[config.mk]
export PLATFORM = sky130hd
export DESIGN_NAME = gpio_change_debounce_qualifier_core
export DESIGN_NICKNAME = d
export VERILOG_FILES = /design/src/rtl/core/gcdq_pkg.sv /design/src/rtl/core/gcdq_lane.sv /design/src/rtl/core/gcdq_merge.sv /design/src/rtl/core/gpio_change_debounce_qualifier_core.sv
export SDC_FILE = /design/constraint.sdc
export NUM_CORES = 1
export LEC_CHECK = 0
export ABC_AREA = 0
export CORE_ASPECT_RATIO = 0.5
export CORE_UTILIZATION = 32
export CTS_BUF_LIST = sky130_fd_sc_hd__clkbuf_4 sky130_fd_sc_hd__clkbuf_8
export DETAILED_ROUTE_END_ITERATION = 12
export DONT_BUFFER_PORTS = 1
export PLACE_DENSITY = 0.48
export SKIP_CTS_REPAIR_TIMING = 1
export SLEW_MARGIN = 20
export SYNTH_ARGS = -nofsm -noshare
export SYNTH_HDL_FRONTEND = slang
export SYNTH_SLANG_ARGS = --single-unit
[constraint.sdc]
create_clock -name aclk -period 3 [get_ports aclk]
set_input_delay 0.45 -clock aclk [delete_from_list [all_inputs] [get_ports aclk]]
set_output_delay 0.45 -clock aclk [all_outputs]
set_load 0.05 [all_outputs]
[src/rtl/core/gcdq_pkg.sv]
`timescale 1ns / 1ps

package gcdq_pkg;

    localparam int PIN_COUNT_DEFAULT = 8;
    localparam int LEVEL_W           = 8;
    localparam int PIN_W             = 3;
    localparam int DELAY_W           = 10;
    localparam int CFG_IDX_W         = 2;
    localparam int CFG_DATA_W        = 10;

    localparam logic [DELAY_W-1:0] DELAY_RESET = 10'd50;

    typedef enum logic [CFG_IDX_W-1:0] {
        CFG_INPUT_MASK   = 2'd0,
        CFG_EVENT_ENABLE = 2'd1,
        CFG_DELAY_TICKS  = 2'd2
    } cfg_idx_t;

    // Per-lane result of one tick.
    typedef struct packed {
        logic fire;
        logic level;
    } lane_evt_t;

    function automatic logic [PIN_W-1:0] lowest_set(input logic [LEVEL_W-1:0] v);
        logic [PIN_W-1:0] idx;
        idx = '0;
        for (int i = LEVEL_W - 1; i >= 0; i--) begin
            if (v[i]) begin
                idx = PIN_W'(i);
            end
        end
        return idx;
    endfunction

endpackage

[src/rtl/core/gcdq_lane.sv]
`timescale 1ns / 1ps

module gcdq_lane (
    input  logic                         aclk,
    input  logic                         aresetn,
    input  logic                         tick,
    input  logic                         level,
    input  logic                         in_en,
    input  logic                         evt_en,
    input  logic [gcdq_pkg::DELAY_W-1:0] delay,
    output gcdq_pkg::lane_evt_t          evt
);

    logic                         prev_reg, prev_next;
    logic                         pend_reg, pend_next;
    logic                         cap_reg, cap_next;
    logic [gcdq_pkg::DELAY_W-1:0] timer_reg, timer_next;

    logic expire;
    logic pend_after;
    logic capture;

    // timer <= 1 means this tick ends the debounce window
    assign expire     = pend_reg && (timer_reg <= gcdq_pkg::DELAY_W'(1));
    assign pend_after = pend_reg && !expire;
    assign capture    = (level ^ prev_reg) && in_en && !pend_after;

    assign evt.fire  = tick && expire && (level == cap_reg) && evt_en;
    assign evt.level = cap_reg;

    always_comb begin
        prev_next  = prev_reg;
        pend_next  = pend_reg;
        cap_next   = cap_reg;
        timer_next = timer_reg;
        if (tick) begin
            prev_next = level;
            pend_next = pend_after || capture;
            if (capture) begin
                cap_next   = level;
                timer_next = delay;
            end else if (pend_after) begin
                timer_next = timer_reg - gcdq_pkg::DELAY_W'(1);
            end else if (expire) begin
                timer_next = '0;
            end
        end
    end

    always_ff @(posedge aclk) begin
        if (!aresetn) begin
            prev_reg  <= 1'b0;
            pend_reg  <= 1'b0;
            cap_reg   <= 1'b0;
            timer_reg <= '0;
        end else begin
            prev_reg  <= prev_next;
            pend_reg  <= pend_next;
            cap_reg   <= cap_next;
            timer_reg <= timer_next;
        end
    end

endmodule

[src/rtl/core/gcdq_merge.sv]
`timescale 1ns / 1ps

module gcdq_merge (
    input  logic                         aclk,
    input  logic                         aresetn,
    input  logic                         load,
    input  logic [gcdq_pkg::LEVEL_W-1:0] fire_vec,
    input  logic [gcdq_pkg::LEVEL_W-1:0] level_vec,
    output logic                         can_load,
    output logic                         m_valid,
    input  logic                         m_ready,
    output logic [gcdq_pkg::PIN_W-1:0]   m_pin_number,
    output logic                         m_pin_level,
    output logic                         m_last_event
);

    logic [gcdq_pkg::LEVEL_W-1:0] pend_reg, pend_next;
    logic [gcdq_pkg::LEVEL_W-1:0] lvl_reg;
    logic                         out_valid_reg, out_valid_next;
    logic [gcdq_pkg::PIN_W-1:0]   out_pin_reg;
    logic                         out_lvl_reg;
    logic                         out_last_reg;

    logic                         move;
    logic [gcdq_pkg::PIN_W-1:0]   sel;
    logic [gcdq_pkg::LEVEL_W-1:0] rest;

    assign sel      = gcdq_pkg::lowest_set(pend_reg);
    assign rest     = pend_reg & (pend_reg - gcdq_pkg::LEVEL_W'(1));
    assign move     = (pend_reg != '0) && (!out_valid_reg || m_ready);
    // a new tick may land once the current tick's final item is moving out
    assign can_load = (pend_reg == '0) || (move && (rest == '0));

    always_comb begin
        pend_next = pend_reg;
        if (load) begin
            pend_next = fire_vec;
        end else if (move) begin
            pend_next = rest;
        end
        out_valid_next = out_valid_reg;
        if (move) begin
            out_valid_next = 1'b1;
        end else if (m_ready) begin
            out_valid_next = 1'b0;
        end
    end

    always_ff @(posedge aclk) begin
        if (!aresetn) begin
            pend_reg      <= '0;
            out_valid_reg <= 1'b0;
        end else begin
            pend_reg      <= pend_next;
            out_valid_reg <= out_valid_next;
        end
    end

    always_ff @(posedge aclk) begin
        if (load) begin
            lvl_reg <= level_vec;
        end
        if (move) begin
            out_pin_reg  <= sel;
            out_lvl_reg  <= lvl_reg[sel];
            out_last_reg <= (rest == '0);
        end
    end

    assign m_valid      = out_valid_reg;
    assign m_pin_number = out_pin_reg;
    assign m_pin_level  = out_lvl_reg;
    assign m_last_event = out_last_reg;

endmodule

[src/rtl/core/gpio_change_debounce_qualifier_core.sv]
`timescale 1ns / 1ps

// Change-interrupt debounce qualifier. Each input item is one tick with the
// levels of up to eight pins; each pin has its own lane holding its previous
// level, pending flag, captured level and debounce timer, all updated in the
// cycle the tick is accepted. Confirmed changes are queued and sent one item
// per cycle, unless a low m_ready holds the output, in ascending pin order,
// m_last_event marking the final item of a tick. The next tick is accepted as
// soon as the previous tick's last item has moved into the output register, so
// ticks with no events go through one a cycle while no earlier items wait.
// Configuration: cfg_index 0 input_mask, 1 event_enable, 2 delay_ticks
// (reset 50); other indexes are ignored.

module gpio_change_debounce_qualifier_core #(
    parameter int PIN_COUNT = gcdq_pkg::PIN_COUNT_DEFAULT
) (
    input  logic                            aclk,
    input  logic                            aresetn,
    input  logic                            cfg_wr_en,
    input  logic [gcdq_pkg::CFG_IDX_W-1:0]  cfg_index,
    input  logic [gcdq_pkg::CFG_DATA_W-1:0] cfg_wdata,
    input  logic                            s_valid,
    output logic                            s_ready,
    input  logic [gcdq_pkg::LEVEL_W-1:0]    s_pin_levels,
    output logic                            m_valid,
    input  logic                            m_ready,
    output logic [gcdq_pkg::PIN_W-1:0]      m_pin_number,
    output logic                            m_pin_level,
    output logic                            m_last_event
);

    localparam int LANES = (PIN_COUNT < gcdq_pkg::LEVEL_W) ? PIN_COUNT : gcdq_pkg::LEVEL_W;

    logic [gcdq_pkg::LEVEL_W-1:0] input_mask_reg;
    logic [gcdq_pkg::LEVEL_W-1:0] event_enable_reg;
    logic [gcdq_pkg::DELAY_W-1:0] delay_ticks_reg;

    logic                         tick;
    logic                         can_load;
    logic [gcdq_pkg::LEVEL_W-1:0] fire_vec;
    logic [gcdq_pkg::LEVEL_W-1:0] level_vec;

    always_ff @(posedge aclk) begin
        if (!aresetn) begin
            input_mask_reg   <= '0;
            event_enable_reg <= '0;
            delay_ticks_reg  <= gcdq_pkg::DELAY_RESET;
        end else if (cfg_wr_en) begin
            unique case (gcdq_pkg::cfg_idx_t'(cfg_index))
                gcdq_pkg::CFG_INPUT_MASK: begin
                    input_mask_reg <= cfg_wdata[gcdq_pkg::LEVEL_W-1:0];
                end
                gcdq_pkg::CFG_EVENT_ENABLE: begin
                    event_enable_reg <= cfg_wdata[gcdq_pkg::LEVEL_W-1:0];
                end
                gcdq_pkg::CFG_DELAY_TICKS: begin
                    delay_ticks_reg <= cfg_wdata[gcdq_pkg::DELAY_W-1:0];
                end
                default: begin
                end
            endcase
        end
    end

    assign s_ready = can_load;
    assign tick    = s_valid && can_load;

    for (genvar i = 0; i < LANES; i++) begin : g_lane
        gcdq_pkg::lane_evt_t evt;

        gcdq_lane u_lane (
            .aclk    (aclk),
            .aresetn (aresetn),
            .tick    (tick),
            .level   (s_pin_levels[i]),
            .in_en   (input_mask_reg[i]),
            .evt_en  (event_enable_reg[i]),
            .delay   (delay_ticks_reg),
            .evt     (evt)
        );

        assign fire_vec[i]  = evt.fire;
        assign level_vec[i] = evt.level;
    end

    for (genvar i = LANES; i < gcdq_pkg::LEVEL_W; i++) begin : g_unused
        assign fire_vec[i]  = 1'b0;
        assign level_vec[i] = 1'b0;
    end

    gcdq_merge u_merge (
        .aclk         (aclk),
        .aresetn      (aresetn),
        .load         (tick),
        .fire_vec     (fire_vec),
        .level_vec    (level_vec),
        .can_load     (can_load),
        .m_valid      (m_valid),
        .m_ready      (m_ready),
        .m_pin_number (m_pin_number),
        .m_pin_level  (m_pin_level),
        .m_last_event (m_last_event)
    );

endmodule
==> impl_metrics.py <==
metrics = {
    "worst_setup_path": {
        "path_class": "reg -> out",
        "critPathSlowestCell": "sky130_fd_sc_hd__or3_1",
        "worst_path_dominant_cell_family": "simple AND/OR/NAND/NOR gates",
        "required_ns": 2.55,
        "worst_setup_path_start_kind": "register",
        "timing.critical_path.cells": "nor4_4 -> a31oi_1 -> or3_1 -> nand2_2",
        "crit_path_max_fanout": 8,
        "cp_num_buf_inv": 0,
        "critPathArrivalTime_ns": 2.29,
        "worst_path_largest_cell_delay_ns": 0.47,
        "crit_path_end_kind": "primary output",
    },
    "route": {
        "via_count": 8036,
        "first_iter_violations": 764,
        "route.detailed.vias_per_inst": 5.63,
        "wire_per_inst_um": 19.2,
        "drtAntennaViolNets": 0,
        "drt_pre_antenna_iters": 5,
        "drc_errors": 0,
        "totalWireLength_um": 27400,
    },
    "synth": {
        "postSynth.topFlopCell": "sky130_fd_sc_hd__dfxtp_1",
        "post-synth-top-area-cell": "sky130_fd_sc_hd__dfxtp_1",
        "synth_cell_types": 69,
        "synth_nets": 1137,
        "avgSynthCellArea_um2": 7.89,
        "post_synth_instance_area_mm2": 0.00865,
        "synthArstFlopShare": 0,
        "netlist_top_cells_area": "sky130_fd_sc_hd__dfxtp_1 32%, sky130_fd_sc_hd__a21oi_1 5.5%, sky130_fd_sc_hd__nor2_1 5.0%",
        "synthesis.instances": 1096,
        "synth_enable_flop_cells": 13,
        "yosys_register_bits": 152,
        "number_of_synthesis_warnings": 0,
        "sequential_cell_area_fraction_in_the_yosys_report": 0.367,
        "synthDominantCellAreaShare": 0.322,
    },
    "flow_run": {
        "maximum_capacitance_violations": 0,
    },
    "layout": {
        "layout-drive-gt1-share": 0.0818,
        "count_of_fill_cells_added_during_filler_insertion": 2784,
        "area_delta_synth_final_pct": 8.57,
        "number_of_nets_in_the_finished_design": 1104,
        "post_layout_nonfiller_instances": 1428,
        "largest_reg_flops": 80,
        "antenna_cells": 0,
    },
    "clocking": {
        "ctsLongestPathBuffers": 2,
        "worst_setup_hold_path_clk_slew_ns": 0.09,
        "worst_skew_pair.late_latency_ns": 0.48,
        "cts-root-buf": "sky130_fd_sc_hd__clkbuf_8",
        "tritoncts_clock_tree": "done",
        "cts.htree.levels": 4,
        "num_cts_buffers": 17,
        "clkSinkCount": 152,
    },
    "timing": {
        "fin_crit_period_ns": 2.74,
        "final_max_slew_viol_count": 0,
        "post-route-worst-setup-slack_ns": 0.257,
        "final_cycle_utilization_of_the_critical_path": 0.914,
        "slew_headroom": 0.352,
        "max_freq_ghz": 0.365,
        "timing.clock.skew_ns": 0.0131,
        "worst_pin_slew_ns": 0.970,
        "grt_setup_unrepaired": "false",
        "timing.setup.tns_ns": 0,
        "finalHoldViolCount": 0,
        "fin_worst_hold_slack_ns": 0.0429,
        "setup_viols_final": 0,
    },
    "floorplanning": {
        "chipHeight_um": 118,
        "placeableCoreArea_mm2": 0.0265,
        "die_width_um": 234,
        "starting_density_of_the_core": 0.326,
        "pin_count": 32,
        "die-area_mm2": 0.0277,
        "rows": 42,
    },
    "global_routing": {
        "grt_start_max_net_pins": 64,
        "first_global_vias": 7416,
        "grt_antenna_before_repair": 1,
        "gr-total-overflow": 0,
        "grt_first_pass_wirelength_um": 42900,
        "grt_usage": 0.202,
    },
    "pwr": {
        "power-per-cell-area_mw_per_mm2": 459,
        "leakagePower_nw": 3.37,
        "ir_drop_v": 0.000306,
        "finalPower_mw": 4.31,
    },
    "hold_path": {
        "min_path_type": "in -> reg",
    },
    "outcome": {
        "run_status": "finished clean",
    },
    "placed_design": {
        "post-place-ws_ns": 0.447,
        "hpwl_um": 18000,
        "placedCellCount": 1396,
        "weighted_congestion_at_the_end_of_routability_driven_global_placement": 0.818,
        "placement.io_buffers": 0,
    },
}
## synthesized netlist by cell type (6+ instances only)
cell / n
sky130_fd_sc_hd__dfxtp_1: 139
sky130_fd_sc_hd__nor2_1: 116
sky130_fd_sc_hd__nand2_1: 113
sky130_fd_sc_hd__a21oi_1: 95
sky130_fd_sc_hd__o21ai_0: 80
sky130_fd_sc_hd__clkbuf_1: 54
sky130_fd_sc_hd__nand3_1: 44
sky130_fd_sc_hd__nor3_1: 41
sky130_fd_sc_hd__a31oi_1: 26
sky130_fd_sc_hd__o211ai_1: 26
sky130_fd_sc_hd__mux2i_1: 24
sky130_fd_sc_hd__buf_2: 22
sky130_fd_sc_hd__inv_1: 22
sky130_fd_sc_hd__o31ai_1: 21
sky130_fd_sc_hd__or3_1: 21
sky130_fd_sc_hd__ha_1: 16
sky130_fd_sc_hd__nor3b_1: 16
sky130_fd_sc_hd__a211oi_1: 14
sky130_fd_sc_hd__a311oi_1: 14
sky130_fd_sc_hd__and2_1: 14
sky130_fd_sc_hd__nor4_1: 14
sky130_fd_sc_hd__edfxtp_1: 13
sky130_fd_sc_hd__xnor2_1: 13
sky130_fd_sc_hd__or4_1: 12
sky130_fd_sc_hd__nand2b_1: 10
sky130_fd_sc_hd__xor2_1: 10
sky130_fd_sc_hd__and3_1: 9
sky130_fd_sc_hd__o21a_1: 7
sky130_fd_sc_hd__nand4_1: 6
sky130_fd_sc_hd__o21bai_1: 6
## through the flow
stage | area, um^2 | utilization
finish | 9390 | 0.354
global route | 9390 | 0.354
floorplan | 8650 | -
detailed placement | 8990 | 0.339
CTS | 9380 | 0.354
global placement | 8990 | 0.339
## placed cells by master (no fill, tap or decap), types with 16 or more instances in the layout
cell and count:
sky130_fd_sc_hd__a21oi_1 95, sky130_fd_sc_hd__a31oi_1 26, sky130_fd_sc_hd__buf_4 29, sky130_fd_sc_hd__clkbuf_8 19, sky130_fd_sc_hd__dfxtp_1 139, sky130_fd_sc_hd__ha_1 16
sky130_fd_sc_hd__inv_1 21, sky130_fd_sc_hd__mux2i_1 24, sky130_fd_sc_hd__nand2_1 112, sky130_fd_sc_hd__nand3_1 44, sky130_fd_sc_hd__nor2_1 116, sky130_fd_sc_hd__nor3_1 41
sky130_fd_sc_hd__o211ai_1 26, sky130_fd_sc_hd__o21ai_0 80, sky130_fd_sc_hd__o31ai_1 21, sky130_fd_sc_hd__or3_1 21
## layout make-up
type	count	area, um^2	area share
tap	352	440	0.0469
multi-input combinational	839	5050	0.538
clock buffer	24	299	0.0319
inverter	23	87.6	0.00933
sequential	152	3170	0.338
clock inverter	8	97.6	0.0104
timing repair buffer	30	238	0.0253
## metal layers
layer	up-vias	GRT usage	wire (um)
li1	3944	-	-
met1	3868	0.294	13900
met2	200	0.300	11600
met3	24	0.0391	1460
met4	0	0.0532	382
met5	-	0	0
## report_power, final
group          total, mW  leakage, nW  internal, mW  switching (mW)
Sequential          2.18         1.26          2.09          0.0886
Combinational      0.497         1.91         0.187           0.310
Clock               1.63        0.212         0.826           0.803
Total               4.31         3.37          3.11            1.20
## kinds of logic after synthesis
family	Yosys count	synth area share
simple gates	437	0.249
buf+inv	105	0.0509
flops	152	0.367
mux	25	0.0291
fa+ha+maj	16	0.0232
compound gates	338	0.258
xor+xnor	23	0.0233
## worst paths after layout
check / from / end / slack (ns) / depth (start not counted)
setup / recovery: u_merge.pend_reg[0] / s_ready / 0.26 / 4
hold / removal: aresetn / delay_ticks_reg[4] / 0.04 / 1
setup reg to reg: u_merge.pend_reg[0] / g_lane[1].u_lane.timer_reg[1] / 0.43 / 6
hold reg to reg: g_lane[3].u_lane.prev_reg / g_lane[3].u_lane.prev_reg / 0.47 / 2
Note: power is estimated with default switching activity, not from simulation.
